File: config.mk
export PLATFORM = sky130hd
export DESIGN_NAME = two_zone_direction_counter_core_flat
export DESIGN_NICKNAME = d
export VERILOG_FILES = /design/src/rtl/tzdc_pkg.sv /design/src/rtl/tzdc_sample_if.sv /design/src/rtl/tzdc_result_if.sv /design/src/rtl/tzdc_cfg_if.sv /design/src/rtl/tzdc_cfg_regs.sv /design/src/rtl/tzdc_path_tracker.sv /design/src/rtl/two_zone_direction_counter_core.sv /design/src/flat_wrapper.sv
export VERILOG_INCLUDE_DIRS = /design/src /design/src/rtl
export SDC_FILE = /design/constraint.sdc
export NUM_CORES = 1
export LEC_CHECK = 0
export ABC_CLOCK_PERIOD_IN_PS = 6050
export BUFFER_PORTS_ARGS = -buffer_cell sky130_fd_sc_hd__buf_2
export CELL_PAD_IN_SITES_DETAIL_PLACEMENT = 1
export CELL_PAD_IN_SITES_GLOBAL_PLACEMENT = 1
export CORE_MARGIN = 4
export CORE_UTILIZATION = 49
export DETAILED_ROUTE_END_ITERATION = 8
export PLACE_DENSITY = 0.9
export SLEW_MARGIN = 20
export SYNTH_ARGS = -nofsm -noshare
export SYNTH_HDL_FRONTEND = slang
export SYNTH_SLANG_ARGS = --single-unit
File: constraint.sdc
create_clock -name clk -period 6.05 [get_ports clk]
set_clock_uncertainty 0.2 [all_clocks]
set_input_delay 1.21 -clock clk [delete_from_list [all_inputs] [get_ports clk]]
set_output_delay 1.21 -clock clk [all_outputs]
set_load 0.05 [all_outputs]
File: src/rtl/two_zone_direction_counter_core_assert.svh
// Assertion macros used by the direction counter path tracker.
`ifndef TWO_ZONE_DIRECTION_COUNTER_CORE_ASSERT_SVH
`define TWO_ZONE_DIRECTION_COUNTER_CORE_ASSERT_SVH

// Consequent must hold in the same cycle as the antecedent.
`define TZDC_ASSERT_SAME(label, clk, rst_n, ante, cons, msg) \
    label: assert property (@(posedge clk) disable iff (!rst_n) (ante) |-> (cons)) \
        else $error(msg);

// Consequent must hold in the cycle after the antecedent.
`define TZDC_ASSERT_NEXT(label, clk, rst_n, ante, cons, msg) \
    label: assert property (@(posedge clk) disable iff (!rst_n) (ante) |=> (cons)) \
        else $error(msg);

`endif

File: src/rtl/tzdc_pkg.sv
package tzdc_pkg;

    // Field widths
    localparam int DIST_W    = 16;
    localparam int TIME_W    = 32;
    localparam int REG_IDX_W = 3;
    localparam int CFG_W     = 32;
    localparam int FILL_W    = 3;

    // Register indexes on the configuration channel
    localparam logic [REG_IDX_W-1:0] REG_ENTRY_MIN = 3'd0;
    localparam logic [REG_IDX_W-1:0] REG_ENTRY_MAX = 3'd1;
    localparam logic [REG_IDX_W-1:0] REG_EXIT_MIN  = 3'd2;
    localparam logic [REG_IDX_W-1:0] REG_EXIT_MAX  = 3'd3;
    localparam logic [REG_IDX_W-1:0] REG_SWAP      = 3'd4;
    localparam logic [REG_IDX_W-1:0] REG_TIMEOUT   = 3'd5;

    // Event codes
    localparam logic [1:0] EV_NONE    = 2'd0;
    localparam logic [1:0] EV_ENTRY   = 2'd1;
    localparam logic [1:0] EV_EXIT    = 2'd2;
    localparam logic [1:0] EV_TIMEOUT = 2'd3;

    // Presence report codes
    localparam logic [1:0] PR_NONE    = 2'd0;
    localparam logic [1:0] PR_PRESENT = 2'd1;
    localparam logic [1:0] PR_EMPTY   = 2'd2;

    // Two-zone path codes
    localparam logic [1:0] CODE_LEFT  = 2'd1;
    localparam logic [1:0] CODE_RIGHT = 2'd2;
    localparam logic [1:0] CODE_BOTH  = 2'd3;

    // Fill level bounds
    localparam logic [FILL_W-1:0] FILL_EMPTY = 3'd1;
    localparam logic [FILL_W-1:0] FILL_SLOT2 = 3'd2;
    localparam logic [FILL_W-1:0] FILL_SLOT3 = 3'd3;
    localparam logic [FILL_W-1:0] FILL_FULL  = 3'd4;

    typedef struct packed {
        logic [DIST_W-1:0] entry_min_mm;
        logic [DIST_W-1:0] entry_max_mm;
        logic [DIST_W-1:0] exit_min_mm;
        logic [DIST_W-1:0] exit_max_mm;
        logic              swap_direction;
        logic [TIME_W-1:0] idle_timeout_ms;
    } cfg_t;

    typedef struct packed {
        logic              zone_sel;
        logic [DIST_W-1:0] distance_mm;
        logic [TIME_W-1:0] time_ms;
    } item_t;

    typedef struct packed {
        logic [1:0] event_code;
        logic [1:0] presence_report;
    } result_t;

endpackage

File: src/rtl/tzdc_sample_if.sv
interface tzdc_sample_if
    import tzdc_pkg::*;
();
    logic              valid;
    logic              ready;
    logic              zone_sel;
    logic [DIST_W-1:0] distance_mm;
    logic [TIME_W-1:0] time_ms;

    modport source (output valid, output zone_sel, output distance_mm, output time_ms,
                    input ready);
    modport sink   (input valid, input zone_sel, input distance_mm, input time_ms,
                    output ready);
endinterface

File: src/rtl/tzdc_result_if.sv
interface tzdc_result_if;
    logic       valid;
    logic       ready;
    logic [1:0] event_code;
    logic [1:0] presence_report;

    modport source (output valid, output event_code, output presence_report, input ready);
    modport sink   (input valid, input event_code, input presence_report, output ready);
endinterface

File: src/rtl/tzdc_cfg_if.sv
interface tzdc_cfg_if
    import tzdc_pkg::*;
();
    logic                 valid;
    logic                 ready;
    logic [REG_IDX_W-1:0] reg_index;
    logic [CFG_W-1:0]     wdata;

    modport source (output valid, output reg_index, output wdata, input ready);
    modport sink   (input valid, input reg_index, input wdata, output ready);
endinterface

File: src/rtl/tzdc_cfg_regs.sv
module tzdc_cfg_regs
    import tzdc_pkg::*;
(
    input  logic       clk,
    input  logic       rst_n,
    tzdc_cfg_if.sink   cfg,
    output cfg_t       cfg_out
);

    cfg_t cfg_reg;

    // Writes are always taken; indexes beyond the list are ignored.
    assign cfg.ready = 1'b1;
    assign cfg_out   = cfg_reg;

    // Register file, loaded on each configuration transfer.
    always_ff @(posedge clk or negedge rst_n)
    begin
        if (!rst_n)
        begin
            cfg_reg.entry_min_mm    <= '0;
            cfg_reg.entry_max_mm    <= '1;
            cfg_reg.exit_min_mm     <= '0;
            cfg_reg.exit_max_mm     <= '1;
            cfg_reg.swap_direction  <= 1'b0;
            cfg_reg.idle_timeout_ms <= '0;
        end
        else if (cfg.valid)
        begin
            case (cfg.reg_index)
                REG_ENTRY_MIN: cfg_reg.entry_min_mm    <= cfg.wdata[DIST_W-1:0];
                REG_ENTRY_MAX: cfg_reg.entry_max_mm    <= cfg.wdata[DIST_W-1:0];
                REG_EXIT_MIN:  cfg_reg.exit_min_mm     <= cfg.wdata[DIST_W-1:0];
                REG_EXIT_MAX:  cfg_reg.exit_max_mm     <= cfg.wdata[DIST_W-1:0];
                REG_SWAP:      cfg_reg.swap_direction  <= cfg.wdata[0];
                REG_TIMEOUT:   cfg_reg.idle_timeout_ms <= cfg.wdata[TIME_W-1:0];
                default:       ;
            endcase
        end
    end

endmodule

File: src/rtl/tzdc_path_tracker.sv
module tzdc_path_tracker
    import tzdc_pkg::*;
(
    input  logic    clk,
    input  logic    rst_n,
    input  cfg_t    cfg,
    input  logic    advance,
    input  item_t   item,
    output result_t res
);

    `include "two_zone_direction_counter_core_assert.svh"

    logic [1:0]        hist_reg [1:3];
    logic [1:0]        hist_next [1:3];
    logic [FILL_W-1:0] fill_reg, fill_next;
    logic              left_reg, left_next;
    logic              right_reg, right_next;
    logic [TIME_W-1:0] last_change_reg, last_change_next;

    logic [DIST_W-1:0] lo, hi;
    logic              occ;
    logic [TIME_W-1:0] elapsed;
    logic              timed_out;
    logic              is_left;
    logic              changed;
    logic              left_new, right_new;
    logic [1:0]        code;
    logic [FILL_W-1:0] fill_inc;
    logic              both_empty;
    logic              full_now;
    logic              match_exit, match_entry;

    // Occupancy of the sampled zone and idle timeout check.
    always_comb
    begin
        lo        = item.zone_sel ? cfg.exit_min_mm : cfg.entry_min_mm;
        hi        = item.zone_sel ? cfg.exit_max_mm : cfg.entry_max_mm;
        occ       = (item.distance_mm < hi) && (item.distance_mm > lo);
        elapsed   = item.time_ms - last_change_reg;
        timed_out = (fill_reg != FILL_EMPTY) && (cfg.idle_timeout_ms != '0)
                    && (elapsed > cfg.idle_timeout_ms);
    end

    // Occupancy change and the resulting two-zone code.
    always_comb
    begin
        is_left    = (item.zone_sel == cfg.swap_direction);
        changed    = is_left ? (occ != left_reg) : (occ != right_reg);
        left_new   = is_left ? occ : left_reg;
        right_new  = is_left ? right_reg : occ;
        code       = {right_new, left_new};
        fill_inc   = (fill_reg < FILL_FULL) ? fill_reg + FILL_W'(1) : fill_reg;
        both_empty = !left_new && !right_new;
        full_now   = (fill_inc == FILL_FULL);
        match_exit = (hist_reg[1] == CODE_LEFT) && (hist_reg[2] == CODE_BOTH)
                     && (hist_reg[3] == CODE_RIGHT);
        match_entry = (hist_reg[1] == CODE_RIGHT) && (hist_reg[2] == CODE_BOTH)
                      && (hist_reg[3] == CODE_LEFT);
    end

    // Next state and result.
    always_comb
    begin
        hist_next        = hist_reg;
        fill_next        = fill_reg;
        left_next        = left_reg;
        right_next       = right_reg;
        last_change_next = last_change_reg;
        res.event_code   = EV_NONE;
        res.presence_report = PR_NONE;

        if (timed_out)
        begin
            hist_next        = '{default: 2'd0};
            fill_next        = FILL_EMPTY;
            left_next        = 1'b0;
            right_next       = 1'b0;
            last_change_next = item.time_ms;
            res.event_code   = EV_TIMEOUT;
        end
        else
        begin
            if (changed)
            begin
                last_change_next = item.time_ms;
                if (both_empty)
                begin
                    if (full_now && match_exit)
                        res.event_code = EV_EXIT;
                    else if (full_now && match_entry)
                        res.event_code = EV_ENTRY;
                    hist_next  = '{default: 2'd0};
                    fill_next  = FILL_EMPTY;
                    left_next  = 1'b0;
                    right_next = 1'b0;
                end
                else
                begin
                    fill_next  = fill_inc;
                    left_next  = left_new;
                    right_next = right_new;
                    case (fill_inc)
                        FILL_SLOT2: hist_next[1] = code;
                        FILL_SLOT3: hist_next[2] = code;
                        default:    hist_next[3] = code;
                    endcase
                end
            end

            if (occ)
                res.presence_report = PR_PRESENT;
            else if (both_empty)
                res.presence_report = PR_EMPTY;
        end
    end

    // Path state, updated once per item.
    always_ff @(posedge clk or negedge rst_n)
    begin
        if (!rst_n)
        begin
            hist_reg        <= '{default: 2'd0};
            fill_reg        <= FILL_EMPTY;
            left_reg        <= 1'b0;
            right_reg       <= 1'b0;
            last_change_reg <= '0;
        end
        else if (advance)
        begin
            hist_reg        <= hist_next;
            fill_reg        <= fill_next;
            left_reg        <= left_next;
            right_reg       <= right_next;
            last_change_reg <= last_change_next;
        end
    end

    // An empty path has a clear history and no occupied zone.
    `TZDC_ASSERT_SAME(a_empty_path_clear, clk, rst_n, fill_reg == FILL_EMPTY, (hist_reg[1] == 2'd0) && (hist_reg[2] == 2'd0) && (hist_reg[3] == 2'd0) && !left_reg && !right_reg, "empty path holds stale state")
    // A timeout or a completed crossing leaves the path cleared.
    `TZDC_ASSERT_NEXT(a_clear_after_event, clk, rst_n, advance && (res.event_code != EV_NONE), (fill_reg == FILL_EMPTY) && !left_reg && !right_reg, "path not cleared after event")
    // A timeout carries no presence report.
    `TZDC_ASSERT_SAME(a_timeout_no_presence, clk, rst_n, res.event_code == EV_TIMEOUT, res.presence_report == PR_NONE, "timeout with presence report")
    // The fill level stays within one to four.
    `TZDC_ASSERT_NEXT(a_fill_range, clk, rst_n, 1'b1, (fill_reg >= FILL_EMPTY) && (fill_reg <= FILL_FULL), "fill level out of range")

endmodule

File: src/rtl/two_zone_direction_counter_core.sv
// A sample waits in the input register; its result then waits in the result register.
// Throughput: one sample per cycle unless result.ready is held low; the path state
// update is a single registered pass.
// An input register and a result register separate the two channels.
// Reset (rst_n, asynchronous, active low) empties both registers, clears the path
// history and occupancy, and restores all configuration registers to their defaults.
module two_zone_direction_counter_core
    import tzdc_pkg::*;
(
    input  logic          clk,
    input  logic          rst_n,
    tzdc_sample_if.sink   sample,
    tzdc_result_if.source result,
    tzdc_cfg_if.sink      cfg
);

    cfg_t    cfg_val;
    item_t   item_reg;
    logic    item_valid_reg, item_valid_next;
    result_t res_comb;
    result_t res_reg;
    logic    res_valid_reg, res_valid_next;
    logic    advance;
    logic    take_sample;

    // Configuration register file.
    tzdc_cfg_regs u_cfg_regs (
        .clk     (clk),
        .rst_n   (rst_n),
        .cfg     (cfg),
        .cfg_out (cfg_val)
    );

    // The held sample moves on when the result register is free or being emptied.
    assign advance         = item_valid_reg && (!res_valid_reg || result.ready);
    assign sample.ready    = !item_valid_reg || advance;
    assign take_sample     = sample.valid && sample.ready;
    assign item_valid_next = take_sample || (item_valid_reg && !advance);
    assign res_valid_next  = advance || (res_valid_reg && !result.ready);

    // Path tracking state and step logic.
    tzdc_path_tracker u_path_tracker (
        .clk     (clk),
        .rst_n   (rst_n),
        .cfg     (cfg_val),
        .advance (advance),
        .item    (item_reg),
        .res     (res_comb)
    );

    // Valid flags of the input and result registers.
    always_ff @(posedge clk or negedge rst_n)
    begin
        if (!rst_n)
        begin
            item_valid_reg <= 1'b0;
            res_valid_reg  <= 1'b0;
        end
        else
        begin
            item_valid_reg <= item_valid_next;
            res_valid_reg  <= res_valid_next;
        end
    end

    // Payload registers.
    always_ff @(posedge clk)
    begin
        if (take_sample)
        begin
            item_reg.zone_sel    <= sample.zone_sel;
            item_reg.distance_mm <= sample.distance_mm;
            item_reg.time_ms     <= sample.time_ms;
        end
        if (advance)
            res_reg <= res_comb;
    end

    // Result channel.
    assign result.valid           = res_valid_reg;
    assign result.event_code      = res_reg.event_code;
    assign result.presence_report = res_reg.presence_report;

endmodule

File: src/flat_wrapper.sv
// flat-port wrapper written by rule: the top's interface ports become plain ports
module two_zone_direction_counter_core_flat import tzdc_pkg::*;
  (clk, rst_n, sample_valid, sample_zone_sel, sample_distance_mm, sample_time_ms, sample_ready, result_valid, result_event_code, result_presence_report, result_ready, cfg_valid, cfg_reg_index, cfg_wdata, cfg_ready);
  tzdc_sample_if sample_i ();
  tzdc_result_if result_i ();
  tzdc_cfg_if cfg_i ();
  input  logic clk;
  input  logic rst_n;
  input wire logic [$bits(sample_i.valid)-1:0] sample_valid;
  input wire logic [$bits(sample_i.zone_sel)-1:0] sample_zone_sel;
  input wire logic [$bits(sample_i.distance_mm)-1:0] sample_distance_mm;
  input wire logic [$bits(sample_i.time_ms)-1:0] sample_time_ms;
  output wire logic [$bits(sample_i.ready)-1:0] sample_ready;
  output wire logic [$bits(result_i.valid)-1:0] result_valid;
  output wire logic [$bits(result_i.event_code)-1:0] result_event_code;
  output wire logic [$bits(result_i.presence_report)-1:0] result_presence_report;
  input wire logic [$bits(result_i.ready)-1:0] result_ready;
  input wire logic [$bits(cfg_i.valid)-1:0] cfg_valid;
  input wire logic [$bits(cfg_i.reg_index)-1:0] cfg_reg_index;
  input wire logic [$bits(cfg_i.wdata)-1:0] cfg_wdata;
  output wire logic [$bits(cfg_i.ready)-1:0] cfg_ready;
  assign sample_i.valid = sample_valid;
  assign sample_i.zone_sel = sample_zone_sel;
  assign sample_i.distance_mm = sample_distance_mm;
  assign sample_i.time_ms = sample_time_ms;
  assign sample_ready = sample_i.ready;
  assign result_valid = result_i.valid;
  assign result_event_code = result_i.event_code;
  assign result_presence_report = result_i.presence_report;
  assign result_i.ready = result_ready;
  assign cfg_i.valid = cfg_valid;
  assign cfg_i.reg_index = cfg_reg_index;
  assign cfg_i.wdata = cfg_wdata;
  assign cfg_ready = cfg_i.ready;
  two_zone_direction_counter_core u_core (.clk(clk), .rst_n(rst_n), .sample(sample_i), .result(result_i), .cfg(cfg_i));
endmodule
After elaboration in Yosys (flattened, before gate mapping)
Index checks and enable logic that the tools add are counted.
Cells by class
  equal/unequal tests: 18
  reduce and logical (&&, ||, !) cells: 41
  order comparisons: 4
  muxes and demuxes: 29
  add/sub/neg operators: 2
Operator list (number)
  32-bit 2-to-1 mux: 2
  32-bit greater-than comparator: 1
  16-bit 2-to-1 mux: 2
  32-bit nonzero test: 1
  32-bit subtractor: 1
  6-bit 2-to-1 mux: 3
  16-bit greater-than comparator: 1
  16-bit < comparator: 1
  1-bit logical AND: 14
  2-bit 2-to-1 mux: 7
  2-bit AND reduction: 7
  3-bit by 2-bit equality test with 1-bit output, second input constant: 4
  3-bit 2-to-1 mux: 4
  1-bit 2-to-1 mux: 11
  3-bit equality test, second input constant: 3
  3-bit AND reduction: 3
  2-bit equality test, second input constant: 3
  1-bit zero test: 6
  3-bit by 1-bit inequality test with 1-bit output, second input constant: 2
  3-bit nonzero test: 2
  2-bit by 1-bit equality test with 1-bit output, second input constant: 2
  1-bit logical OR: 4
  2-bit OR reduction: 2
  3-bit by 1-bit adder with 3-bit output, second input constant: 1
  other kinds (6): 7
Storage, ports and cells
  bits in registers: 195
  output and inout bits: 7
  input port bits: 89

Logic depth before layout (Yosys ltp)
Gate-level depths: netlist of the first run.
  word-level depth: 9
  mapped depth: 24

Hierarchy
Synthesis of the first run repeated with hierarchy kept, for this count alone.
Unflattened totals
  cells, all modules: 955
  area, all modules: 10894.2 um^2
By module, submodules not included
  tzdc_path_tracker: instances 1, cells an instance 682, area an instance 5457.7 um^2
  tzdc_cfg_regs: instances 1, cells an instance 212, area an instance 3741.1 um^2
  two_zone_direction_counter_core: instances 1, cells an instance 61, area an instance 1695.4 um^2

Worst setup path after synthesis of the first run
Ideal clock, no wire load.
  path type: reg-to-reg
  start: reg u_core.item_reg[0] in the netlist's numbering
  end: reg u_core.u_path_tracker.hist_reg[2] in the netlist's numbering
  required time: 5722 ps
  path buffers: 1
  data arrival time: 4620 ps
  period minus slack after synthesis: 4948 ps
  cell stages (with the launch flop): 25
  path slack: 1102 ps
  path through: edfxtp_1 -> inv_1 -> ha_1 -> inv_1 -> fa_1 -> a211oi_1 -> o21bai_1 -> a21oi_1 -> nand2b_1 -> a21oi_1 -> a311oi_1 -> nor2_1 -> o41ai_1 -> xnor2_1 -> ha_1 -> nand4_1 -> nor2_1 -> a221oi_1 -> o21a_1 -> o21a_1 -> a21oi_1 -> o21ai_2 -> buf_4 -> a21oi_2 -> mux2_1
On the way
  word-level cells in the longest chain between the ends: 5
  elaborated cells on any way between the ends: 7
RTL lines
  from (decl): RTL line two_zone_direction_counter_core.sv:18  | item_t item_reg;
  32-bit subtractor *: RTL line tzdc_path_tracker.sv:40  | elapsed = item.time_ms - last_change_reg;
  32-bit greater-than comparator *: RTL line tzdc_path_tracker.sv:42  | && (elapsed > cfg.idle_timeout_ms);
  1-bit logical AND *: RTL line tzdc_path_tracker.sv:42
  3-bit nonzero test (no source line) / 2-bit nonzero test (equally long branches)
  3-bit AND reduction (no source line)
  to (signal assigned): RTL line tzdc_path_tracker.sv:131  | hist_reg <= hist_next;
  to (decl): RTL line tzdc_path_tracker.sv:14  | logic [1:0] hist_reg [1:3];
Every way passes the cells marked *; elsewhere a longest branch is shown, timed or not.
A chain may end at the register's enable or synchronous reset.

Worst setup path in the final report of the first run
  start: reg u_core.item_reg[0] in the netlist's numbering
  end: reg u_core.u_path_tracker.hist_reg[0] in the netlist's numbering
On the way
  word-level cells in the longest chain between the ends: 5
  elaborated cells on any way between the ends: 7
RTL lines (RTL line)
  32-bit subtractor *: tzdc_path_tracker.sv:40
  32-bit greater-than comparator *: tzdc_path_tracker.sv:42
  1-bit logical AND *: tzdc_path_tracker.sv:42
  3-bit by 1-bit inequality test with 1-bit output (no source line) / 2-bit nonzero test (equally long branches)
  3-bit AND reduction (no source line)
Marks and branches as above.

==> results.json, run 1 <==
{
  "synth.most_common_cell": "mux2_2",
  "drt-total-wl_mm": 27.8,
  "instances_no_fill": 1278,
  "dieArea_um2": 24100,
  "maxCapViolCount": 0,
  "dp_hpwl_mm": 20.0,
  "synth_top_family_by_area": "multiplexers",
  "cts_sinks": 195,
  "synth-simple-area-share_pct": 7.49,
  "fmax_ghz": 0.176,
  "grt_pass1_vias": 8561,
  "grt.total_usage_pct": 23.8,
  "fill_cells": 2185,
  "setup.worst_path.class": "register to register",
  "ir_drop_mv": 0.194,
  "htreeDepth": 4,
  "async_flop_share_pct": 72.8,
  "cp.required_ns": 6.18,
  "whs_path_depth": 1,
  "detail_route.wl_per_cell_um": 21.7,
  "overflow": 0,
  "fp.coreArea_um2": 21200,
  "rows": 53,
  "largest_reg_flops": 97,
  "drt-pass1-iter-count": 4,
  "syn_area_per_cell_um2": 12.1,
  "syn_area_um2": 10600,
  "cts_max_path_buffers": 2,
  "yosysTopAreaCellShare_pct": 25.6,
  "synth_seq_cells": 195,
  "netlist_instances": 882,
  "relSlewSlack_pct": 30.7,
  "via_per_inst": 5.76,
  "worst_hold_path_type": "register to register",
  "drc": 0,
  "endpoint_kind": "register",
  "reg2reg_slack_ns": 0.38,
  "fp.dieH_um": 155,
  "drt-initial-drc-count": 296,
  "synth_area_leaders": "dfrtp_1 26%, edfxtp_1 15%, mux2_2 14%, ha_1 11%, dfstp_2 8.2%",
  "worstHoldStart": "u_core.u_path_tracker.hist_reg[2]",
  "startpoint_type": "register",
  "pwr_density_cell_nw_per_um2": 478,
  "final.period_utilization_pct": 93.7,
  "cp_max_fo": 9,
  "ff_latch_area_um2": 5190,
  "yosys.area.top_type": "dfrtp_1",
  "synth.distinct_cells": 66,
  "synth_fp_nets": 1068,
  "layout-drive-gt1-share_pct": 31.5,
  "io-pin-count": 96,
  "synth_edf_count": 53,
  "cp.arrival_ns": 5.80,
  "power_mw": 5.76,
  "area_growth_pct": 13.4,
  "slew_viol_final": 0,
  "final_nets": 1176,
  "place_congestion": 0.845,
  "die_w_um": 155,
  "port_buffers": 94,
  "grt_max_degree": 95,
  "synthFlopType": "dfrtp_1",
  "vias": 7364,
  "cts_tree": "done",
  "clock_latency_ns": 0.45,
  "finalHoldViolations": 0,
  "post-place-cells": 1241,
  "reg2reg_from": "u_core.item_reg[0]",
  "postRouteAntennaNets": 0,
  "tns_ns": 0,
  "r2r_end": "u_core.u_path_tracker.hist_reg[0]",
  "grt_pass1_wl_mm": 45.0,
  "diodes": 0,
  "yosys.area_share.adder_pct": 11.5,
  "initial_utilization_pct": 50.3,
  "min_period_ns": 5.67,
  "synth-xor-area-share_pct": 2.63,
  "worst_pin_slew_ns": 1.04,
  "hold-path-endpoint": "u_core.u_path_tracker.hist_reg[2]",
  "synth-compound-area-share_pct": 8.93,
  "root_buffer": "clkbuf_16",
  "ys.warnings.count": 0,
  "multi_input_area_um2": 5110,
  "status": "completed",
  "grt_antenna_before_repair": 0,
  "yosysSeqAreaShare_pct": 48.8,
  "yosys-top-cells-count": "131 x mux2_2, 109 x dfrtp_1, 96 x ha_1",
  "numCtsBuffers": 17,
  "setup_viol": 0,
  "synth.area.mux_share_pct": 17.2,
  "power_leakage_nw": 5.46,
  "reg2regPathDepth": 24,
  "clk_pin_slew_ns": 0.08
}
==> cells in the final DEF, fill, tap and decap left out, types with 3 or more instances in the layout <==
cell type,count
xnor2_1,21
a21oi_1,46
o22ai_1,6
nand4_1,12
o21bai_1,3
dfstp_2,33
o21a_1,6
nor4_1,9
a21o_1,15
clkinv_4,3
xor2_1,11
and4_1,4
dfrtp_1,109
mux2_1,3
ha_1,96
nor2b_1,7
edfxtp_1,53
buf_2,93
a41o_1,5
o211ai_1,3
buf_4,13
nand3_1,15
nand3b_1,3
inv_1,77
nor2_1,42
o21ai_0,17
inv_6,4
a211oi_1,8
and3_1,3
clkbuf_16,17
mux2i_1,32
nand2b_1,8
nor3_1,9
mux2_2,131
nand2_1,31
==> routing by layer <==
metal | track usage, % | part of all wire [%]
met2 | 44.7 | 54
met4 | 6.84 | 2.0
met3 | 4.34 | 3.8
met5 | 0 | 0
met1 | 27.5 | 40
==> where the power goes <==
group | total [mW] | leakage [nW] | internal [mW] | switching (mW)
Combinational | 2.73 | 3.01 | 1.23 | 1.50
Sequential | 1.93 | 2.17 | 1.72 | 0.217
Clock | 1.10 | 0.273 | 0.554 | 0.544
Total | 5.76 | 5.46 | 3.51 | 2.26
==> layout make-up <==
type / count / area share, %
clock buffers: 20 / 3.70
clock inverters: 12 / 0.944
inverters: 77 / 2.40
multi-input cells: 592 / 42.4
flip-flops and latches: 195 / 43.0
well taps: 275 / 2.85
repair buffers: 107 / 4.76
==> critical path, stage by stage (launching register included) <==
cell and delay (ns):
edfxtp_1 0.38, inv_1 0.08, ha_1 0.17, inv_1 0.06
fa_1 0.42, a211oi_1 0.23, o21bai_1 0.11, a21oi_1 0.29
nor2_1 0.13, o31ai_2 0.36, a41o_1 0.30, o21bai_1 0.09
a21oi_1 0.20, xnor2_1 0.11, ha_1 0.28, nand4_1 0.12
nor2_1 0.14, nand3_1 0.11, nor3_1 0.30, a41o_1 0.22
a21oi_1 0.06, buf_4 0.19, a21oi_1 0.48, a21oi_1 0.22
mux2_2 0.31
==> through the flow <==
stage	instance area, um2	utilization, %	hold slack, ns	worst slack, ns
6_report	12100	57.0	0.302	0.381
5_1_grt	12100	57.0	0.311	-0.0274
4_1_cts	12000	56.8	0.303	0.218
3_5_place_dp	11500	54.2	0.285	0.375
3_3_place_gp	11500	54.2	0.258	0.603
2_1_floorplan	10600	-	0.250	1.10
==> worst max path at each step <==
stage / start / to / slack (ns) / depth (start not counted)
4_1_cts: u_core.item_reg[0] / u_core.u_path_tracker.last_change_reg[25] / 0.22 / 24
5_1_grt: u_core.item_reg[0] / u_core.u_path_tracker.hist_reg[0] / -0.03 / 24
3_5_place_dp: u_core.item_reg[0] / u_core.u_path_tracker.last_change_reg[23] / 0.37 / 24
2_1_floorplan: u_core.item_reg[0] / u_core.u_path_tracker.hist_reg[2] / 1.10 / 24
3_3_place_gp: u_core.item_reg[0] / u_core.u_path_tracker.last_change_reg[20] / 0.60 / 24
6_report: u_core.item_reg[0] / u_core.u_path_tracker.hist_reg[0] / 0.38 / 24
==> kinds of logic after synthesis <==
group,count (synthesis)
other,1
XOR/XNOR,32
adder cells (fa/ha/maj),97
AO/OA/AOI/OAI,139
AND/OR/NAND/NOR,157
buffers and inverters,95
flip-flops,195
multiplexers,166
==> what timing repair did <==
| action | 4_1_cts | 5_1_grt |
|---|---|---|
| gates resized for setup | 0 | 2 |
| endpoints found under the setup margin | 0 | 33 |
| buffers inserted | 0 | 5 |
| hold buffers | 0 | 0 |
Note: power is estimated with default switching activity, not from simulation.
==> run 2, diff against run 1 <==
- SETUP_SLACK_MARGIN: unset -> 0.5
==> run 2 against run 1 <==
Sequential cell count unchanged. Die area did not move. Core utilization is 0.28 points higher. Via count grew 0.43%. Global-route usage up 0.089 points. Maximum frequency grew 7.1%.
==> results.json, run 2 (synthesis gave the netlist of run 1 again) <==
{
  "setup.worst_path.class": "register to register",
  "detail_route.wl_per_cell_um": 22.0,
  "fp.dieH_um": 155,
  "multi_input_area_um2": 5140,
  "fp.coreArea_um2": 21200,
  "drt-total-wl_mm": 28.2,
  "die_w_um": 155,
  "cp.arrival_ns": 5.43,
  "ir_drop_mv": 0.202,
  "cts_max_path_buffers": 2,
  "final.period_utilization_pct": 87.5,
  "pre_cts_ws_ns": 0.375,
  "root_buffer": "clkbuf_16",
  "port_buffers": 94,
  "drt-initial-drc-count": 320,
  "layout_commonest_cell": "mux2_2",
  "relSlewSlack_pct": 30.4,
  "area_growth_pct": 14.0,
  "cp_max_fo": 7,
  "rows": 53,
  "via_per_inst": 5.78,
  "placed_cell_area_um2": 11500,
  "final_nets": 1178,
  "cp.required_ns": 6.18,
  "overflow": 0,
  "instances_no_fill": 1280,
  "place_congestion": 0.845,
  "fill_cells": 2173,
  "fmax_ghz": 0.189,
  "slew_viol_final": 0,
  "cts_tree": "done",
  "p_sw_mw": 2.30,
  "tns_ns": 0,
  "drt-pass1-iter-count": 4,
  "layout_setup_ws_ns": 0.755,
  "swShare_pct": 39.4,
  "power_leakage_nw": 5.48,
  "largest_reg_flops": 97,
  "clk_pin_slew_ns": 0.07,
  "postRouteAntennaNets": 0,
  "grt_pass1_wl_mm": 45.2,
  "vias": 7396,
  "rsz0062_at_grt": "false",
  "grt_pass1_vias": 8630,
  "whs_ns": 0.311,
  "most-common-layout-cells": "131 x mux2_2, 109 x dfrtp_1, 96 x ha_1",
  "initial_utilization_pct": 50.3,
  "maxCapViolCount": 0,
  "holdBufCountCts": 0,
  "grt.total_usage_pct": 23.9,
  "seq_power_share_pct": 33.2,
  "layout-drive-gt1-share_pct": 32.3,
  "htreeDepth": 4,
  "min_period_ns": 5.29,
  "clockPowerShare_pct": 18.8,
  "final_area_um2": 12100,
  "power_frac_comb_pct": 48.0,
  "worst_pin_slew_ns": 1.04,
  "ff_latch_area_um2": 5190,
  "grt_antenna_before_repair": 0,
  "drc": 0,
  "setup_viol": 0,
  "pwr_density_cell_nw_per_um2": 482,
  "numCtsBuffers": 17,
  "diodes": 0,
  "endpoint_kind": "register",
  "worst_hold_path_type": "register to register",
  "post-place-cells": 1241,
  "p_int_mw": 3.54,
  "dieArea_um2": 24100,
  "startpoint_type": "register",
  "io-pin-count": 96,
  "dp_hpwl_mm": 20.0,
  "finalHoldViolations": 0,
  "grt_max_degree": 95,
  "status": "completed",
  "cts_sinks": 195,
  "clock_latency_ns": 0.45
}
[run 2: cell count changes in the layout (fill, tap and decap cells not counted), moves of 2 or more]
| cell | delta |
|---|---|
| o21ai_0 | -3 |
| o21ai_1 | +3 |
| a21oi_1 | -2 |
| a21oi_2 | +2 |
| a311oi_1 | -2 |
| a311oi_2 | +2 |
[run 2: per-layer routing]
layer	vias to the layer above	GRT usage (%)	share of wire, %
met1	3778	27.5	40
met4	0	7.13	2.0
met3	46	4.37	3.2
li1	3417	-	-
met2	155	44.8	55
met5	-	0	0
[run 2: worst paths after layout]
check	from	slack, ns	cells past startpoint	endpoint
max	u_core.item_reg[0]	0.76	25	u_core.u_path_tracker.hist_reg[0]
min	u_core.u_path_tracker.last_change_reg[8]	0.31	1	u_core.u_path_tracker.last_change_reg[8]
max reg2reg	u_core.item_reg[0]	0.76	25	u_core.u_path_tracker.hist_reg[0]
min reg2reg	u_core.u_path_tracker.last_change_reg[8]	0.31	1	u_core.u_path_tracker.last_change_reg[8]
max in group asynchronous	rst_n	3.77	2	u_core.u_cfg_regs.cfg_out[2]
min in group asynchronous	rst_n	0.66	1	u_core.u_cfg_regs.cfg_out[22]
[run 2: cell type report]
| class | instances | share of cell area, % |
|---|---|---|
| clock buffers | 20 | 3.68 |
| clock inverters | 12 | 0.939 |
| inverters | 77 | 2.38 |
| multi-input cells | 592 | 42.4 |
| flip-flops and latches | 195 | 42.8 |
| well taps | 275 | 2.84 |
| repair buffers | 109 | 4.95 |
[run 2: timing repair]
action | CTS | global route
endpoints found under the setup margin | 36 | 42
resized for setup | 4 | 12
buffers inserted | 2 | 5
pin swaps | 1 | 4
[run 2: power groups by stage]
| stage | sequential (mW) | combinational [mW] | clock, mW |
|---|---|---|---|
| 3_3_place_gp | 1.91 | 2.47 | 0 |
| 6_report | 1.94 | 2.80 | 1.10 |
| 4_1_cts | 1.93 | 2.72 | 1.12 |
| 5_1_grt | 1.97 | 3.09 | 1.18 |
| 3_5_place_dp | 1.95 | 2.63 | 0 |
| 2_1_floorplan | 1.91 | 1.93 | 0 |
[run 2: worst max-delay path, cell delays in order, from the launching register on]
cell and delay, ns:
edfxtp_1 0.38, inv_1 0.08, ha_1 0.18, inv_1 0.07, fa_1 0.43, a211oi_2 0.22
o21bai_1 0.13, a21oi_2 0.18, nand2b_1 0.12, a21oi_1 0.10, a311oi_2 0.32, nor2_1 0.09
o41ai_1 0.39, xnor2_1 0.13, ha_1 0.29, nand4_1 0.14, nor2_1 0.14, a221oi_1 0.08
o21a_1 0.11, o21a_1 0.16, a21oi_1 0.19, buf_4 0.20, o21ai_4 0.09, buf_4 0.20
a21oi_1 0.19, mux2_2 0.36
[run 2: stage by stage]
stage                     power, mW  util [%]
after floorplan                3.84         -
after global placement         4.38      54.2
after detailed placement       4.58      54.2
after CTS                      5.78      57.0
after global routing           6.25      57.3
final                          5.84      57.3
